==> src/design/integer_stack_machine_step_unit_defines.svh <==
`ifndef INTEGER_STACK_MACHINE_STEP_UNIT_DEFINES_SVH
`define INTEGER_STACK_MACHINE_STEP_UNIT_DEFINES_SVH

// same-cycle implication, sampled on clk, off during reset
`define ISM_ASSERT_NOW(lbl, ante, cons, msg) \
  lbl: assert property (@(posedge clk) disable iff (!rst_n) (ante) |-> (cons)) \
    else $error(msg);

// next-cycle implication, sampled on clk, off during reset
`define ISM_ASSERT_NEXT(lbl, ante, cons, msg) \
  lbl: assert property (@(posedge clk) disable iff (!rst_n) (ante) |=> (cons)) \
    else $error(msg);

`endif

==> src/design/ism_div.sv <==
module ism_div (
  input  logic        clk,
  input  logic        rst_n,
  input  logic        start,
  input  logic [31:0] dividend,
  input  logic [31:0] divisor,
  output logic        done,
  output logic [31:0] quotient
);

  logic        busy_r, busy_nxt;
  logic        done_r, done_nxt;
  logic        neg_r, neg_nxt;
  logic [4:0]  cnt_r, cnt_nxt;
  logic [32:0] rem_r, rem_nxt;
  logic [31:0] quo_r, quo_nxt;
  logic [31:0] dvs_r, dvs_nxt;
  logic [32:0] rem_sh;

  always_comb begin
    busy_nxt = busy_r;
    done_nxt = done_r;
    neg_nxt  = neg_r;
    cnt_nxt  = cnt_r;
    rem_nxt  = rem_r;
    quo_nxt  = quo_r;
    dvs_nxt  = dvs_r;
    rem_sh   = {rem_r[31:0], quo_r[31]};
    if (start) begin
      busy_nxt = 1'b1;
      done_nxt = 1'b0;
      neg_nxt  = dividend[31] ^ divisor[31];
      cnt_nxt  = '0;
      rem_nxt  = '0;
      quo_nxt  = dividend[31] ? (~dividend + 32'd1) : dividend;
      dvs_nxt  = divisor[31] ? (~divisor + 32'd1) : divisor;
    end else if (busy_r) begin
      if (rem_sh >= {1'b0, dvs_r}) begin
        rem_nxt = rem_sh - {1'b0, dvs_r};
        quo_nxt = {quo_r[30:0], 1'b1};
      end else begin
        rem_nxt = rem_sh;
        quo_nxt = {quo_r[30:0], 1'b0};
      end
      cnt_nxt = cnt_r + 5'd1;
      if (cnt_r == 5'd31) begin
        busy_nxt = 1'b0;
        done_nxt = 1'b1;
      end
    end
  end

  always_ff @(posedge clk) begin
    if (!rst_n) begin
      busy_r <= 1'b0;
      done_r <= 1'b0;
    end else begin
      busy_r <= busy_nxt;
      done_r <= done_nxt;
    end
    neg_r <= neg_nxt;
    cnt_r <= cnt_nxt;
    rem_r <= rem_nxt;
    quo_r <= quo_nxt;
    dvs_r <= dvs_nxt;
  end

  assign done     = done_r;
  assign quotient = neg_r ? (~quo_r + 32'd1) : quo_r;

endmodule

==> config.mk <==
export PLATFORM = sky130hd
export DESIGN_NAME = ism_div
export DESIGN_NICKNAME = d
export VERILOG_FILES = /design/src/design/integer_stack_machine_step_unit_defines.svh /design/src/design/ism_div.sv
export SDC_FILE = /design/constraint.sdc
export NUM_CORES = 1
export LEC_CHECK = 0
export BUFFER_PORTS_ARGS = -buffer_cell sky130_fd_sc_hd__buf_2
export CORE_MARGIN = 10
export CORE_UTILIZATION = 50
export CTS_CLUSTER_DIAMETER = 100
export DETAILED_ROUTE_END_ITERATION = 8
export GPL_TIMING_DRIVEN = 0
export PLACE_DENSITY = 0.7
export SYNTH_ARGS = -nofsm -noshare
export SYNTH_HDL_FRONTEND = slang
export SYNTH_SLANG_ARGS = --single-unit
==> constraint.sdc <==
create_clock -name clk -period 4.32 [get_ports clk]
set_clock_uncertainty 0.05 [all_clocks]
set_input_delay 0.648 -clock clk [delete_from_list [all_inputs] [get_ports clk]]
set_output_delay 0.648 -clock clk [all_outputs]
set_load 0.02 [all_outputs]
==> reports/qor.csv <==
metric,value,unit
cts_tree,yes,
cts_max_level,3,
io-pin-count,100,
diodes,0,
nets,1119,
grt_pass1_vias,6578,
yosys.area.top_type_share,24.7,%
drt_pass1_iterations,7,
rsz0062_at_grt,no,
num_rows,45,
grt_usage,18.5,%
total_power,3.08,mW
p_int,1.98,mW
fin_crit_sh,89.1,%
fmax,260,MHz
p_leak,3.54,nW
grt_pass1_wl,32.8,mm
pwr-share-clk,25.6,%
globalRoute.totalOverflow,0,
timing.final.hold_violations,0,
synthTopCellsByArea,"edfxtp_1 (25%), dfxtp_1 (9.9%), xnor2_1 (7.5%), ha_1 (5.9%), xor2_1 (5.0%)",
synth-main-ff-cell,edfxtp_1,
status,"complete, no violations",
ys_ff_latch,104,
pre_cts_ws,0.842,ns
cp-end-kind,output pin,
final_cell_mix,"buf_2 (112), nor2_1 (83), xnor2_1 (68), a21oi_1 (67), nand2_1 (67)",
port-buffer-count,99,
utilization,58.3,%
viasPerCell,5.67,
cp_max_fo,5,
drtIter0Drc,554,
whs,0.461,ns
peakVddDrop,226,µV
cts_root_buf,clkbuf_16,
synthDistinctLibCells,66,
die_h,146,µm
switching_share,35.7,%
slew_viol_final,0,
critPathLaunchType,flip-flop,
layout-drive-gt1-share,14.9,%
crit_type,reg2out,
powerDensity,345,nW/µm²
net-switching-power,1.10,mW
p_comb_share,33.7,%
start_util,51.6,%
min_path_type,reg2reg,
ys_warn_count,0,
clkSinkCount,104,
ys_seq_area_share,34.6,%
post_cts_buffers,0,
drcViolationCount,0,
required,3.62,ns
setup_tns,0,ns
relSlewSlack,46.6,%
finalSetupViolations,0,
period_needed,3.85,ns
syn_area,7900,µm²
grt_antenna_before_repair,0,
synth.largest_area_cell,edfxtp_1,
synth_cells,904,
cts.clk_slew.worst_paths,0.08,ns
tightestPinTransition,0.802,ns
cts_made_buffers,9,
clockBufferDepth,2,
syn_to_final_growth,13.1,%
die_area,21200,µm²
via_count,6972,
cts.hold.buffers_added,0,
pwr-share-seq,40.8,%
core-area,15300,µm²
drv_cap,0,
wl_per_cell,16.7,µm
clk_latency,0.36,ns
synth_edf_count,65,
synth.avg_cell_area,8.74,µm²
drt_wl_total,20.5,mm
fillers,1444,
antenna_left,0,
synth_fp_nets,1009,
cts.repair.resized,0,
grt_max_degree,38,
place_hpwl,16.1,mm
cp.arrival,3.15,ns
die_w,146,µm
layout_setup_ws,0.472,ns
ys_async_sr_fraction,0,%
mostFrequentLayoutCell,buf_2,
place_congestion,0.900,
critical path, cell delays in order, from the launching register on:
cell and delay [ns]:
edfxtp_1 0.45, or3_1 0.41, nor3_1 0.42, nand4_1 0.22
or3_1 0.39, o21ai_0 0.38, nand3_1 0.12, nand2_1 0.10
xnor2_1 0.12, buf_2 0.18
cell type report:
class | count | area (µm²) | share of cell area [%]
buffer | 46 | 193 | 2.16
tap | 211 | 264 | 2.96
clock buffer | 10 | 239 | 2.68
multi-input combinational | 707 | 4800 | 53.7
sequential | 104 | 2730 | 30.6
clock inverter | 6 | 35.0 | 0.392
timing repair buffer | 99 | 495 | 5.55
inverter | 47 | 176 | 1.98
path summary, 6_finish.rpt:
check                                             from                      to  slack [ns]  cells after the start
worst max-delay path                quo_r[2]$_DFFE_PP_            quotient[31]        0.47                      9
worst min-delay path            rem_r[27]$_SDFFE_PP0P_  rem_r[28]$_SDFFE_PP0P_        0.46                      2
worst max register to register      dvs_r[4]$_DFFE_PP_  rem_r[26]$_SDFFE_PP0P_        0.78                     11
worst min register to register  rem_r[27]$_SDFFE_PP0P_  rem_r[28]$_SDFFE_PP0P_        0.46                      2
layer usage:
metal | up-vias | track usage (%) | part of all wire [%]
li1 | 3530 | - | -
met2 | 226 | 29.3 | 45
met4 | 0 | 7.18 | 2.0
met1 | 3196 | 25.0 | 48
met5 | - | 0 | 0
met3 | 20 | 2.48 | 5.4
cells by family (layout without fill, tap and decap cells):
family | after synthesis | in the layout | share of synthesized area (%)
AO/OA/AOI/OAI | 247 | 247 | 20.5
XOR/XNOR | 113 | 113 | 12.5
flip-flops | 104 | 104 | 34.6
multiplexers | 21 | 21 | 2.69
adder cells (fa/ha/maj) | 38 | 38 | 6.12
buffers and inverters | 93 | 208 | 4.67
AND/OR/NAND/NOR | 288 | 288 | 18.9
cells in the mapped netlist, drive strengths merged (19+ instances only):
| cell | number |
|---|---|
| mux2i | 19 |
| o21ai | 60 |
| ha | 37 |
| xnor2 | 68 |
| nor2 | 83 |
| a211oi | 23 |
| inv | 47 |
| nand2 | 67 |
| a21oi | 67 |
| xor2 | 45 |
| dfxtp | 39 |
| edfxtp | 65 |
| nor3 | 20 |
| clkbuf | 27 |
| buf | 19 |
flip-flops by register name (all words and copies together) (netlist names):
signal and cells:
cnt_r 5, dvs_r 32, busy_r 1, done 1
quo_r 32, neg_r 1, rem_r 32
through the flow:
stage                     area (µm²)  std cells
after global placement          8660       1214
after floorplan                 7900        904
after CTS                       8930       1230
after detailed placement        8660       1214
final                           8930       1230
after global routing            8930       1230
power groups by stage:
stage / Clock, mW / Sequential, mW / Combinational, mW
global route: 0.828 / 1.27 / 1.15
CTS: 0.799 / 1.26 / 1.04
finish: 0.788 / 1.26 / 1.04
floorplan: 0 / 1.25 / 0.754
detailed placement: 0 / 1.28 / 1.03
global placement: 0 / 1.28 / 1.02
(Power assumes the default switching activity.)
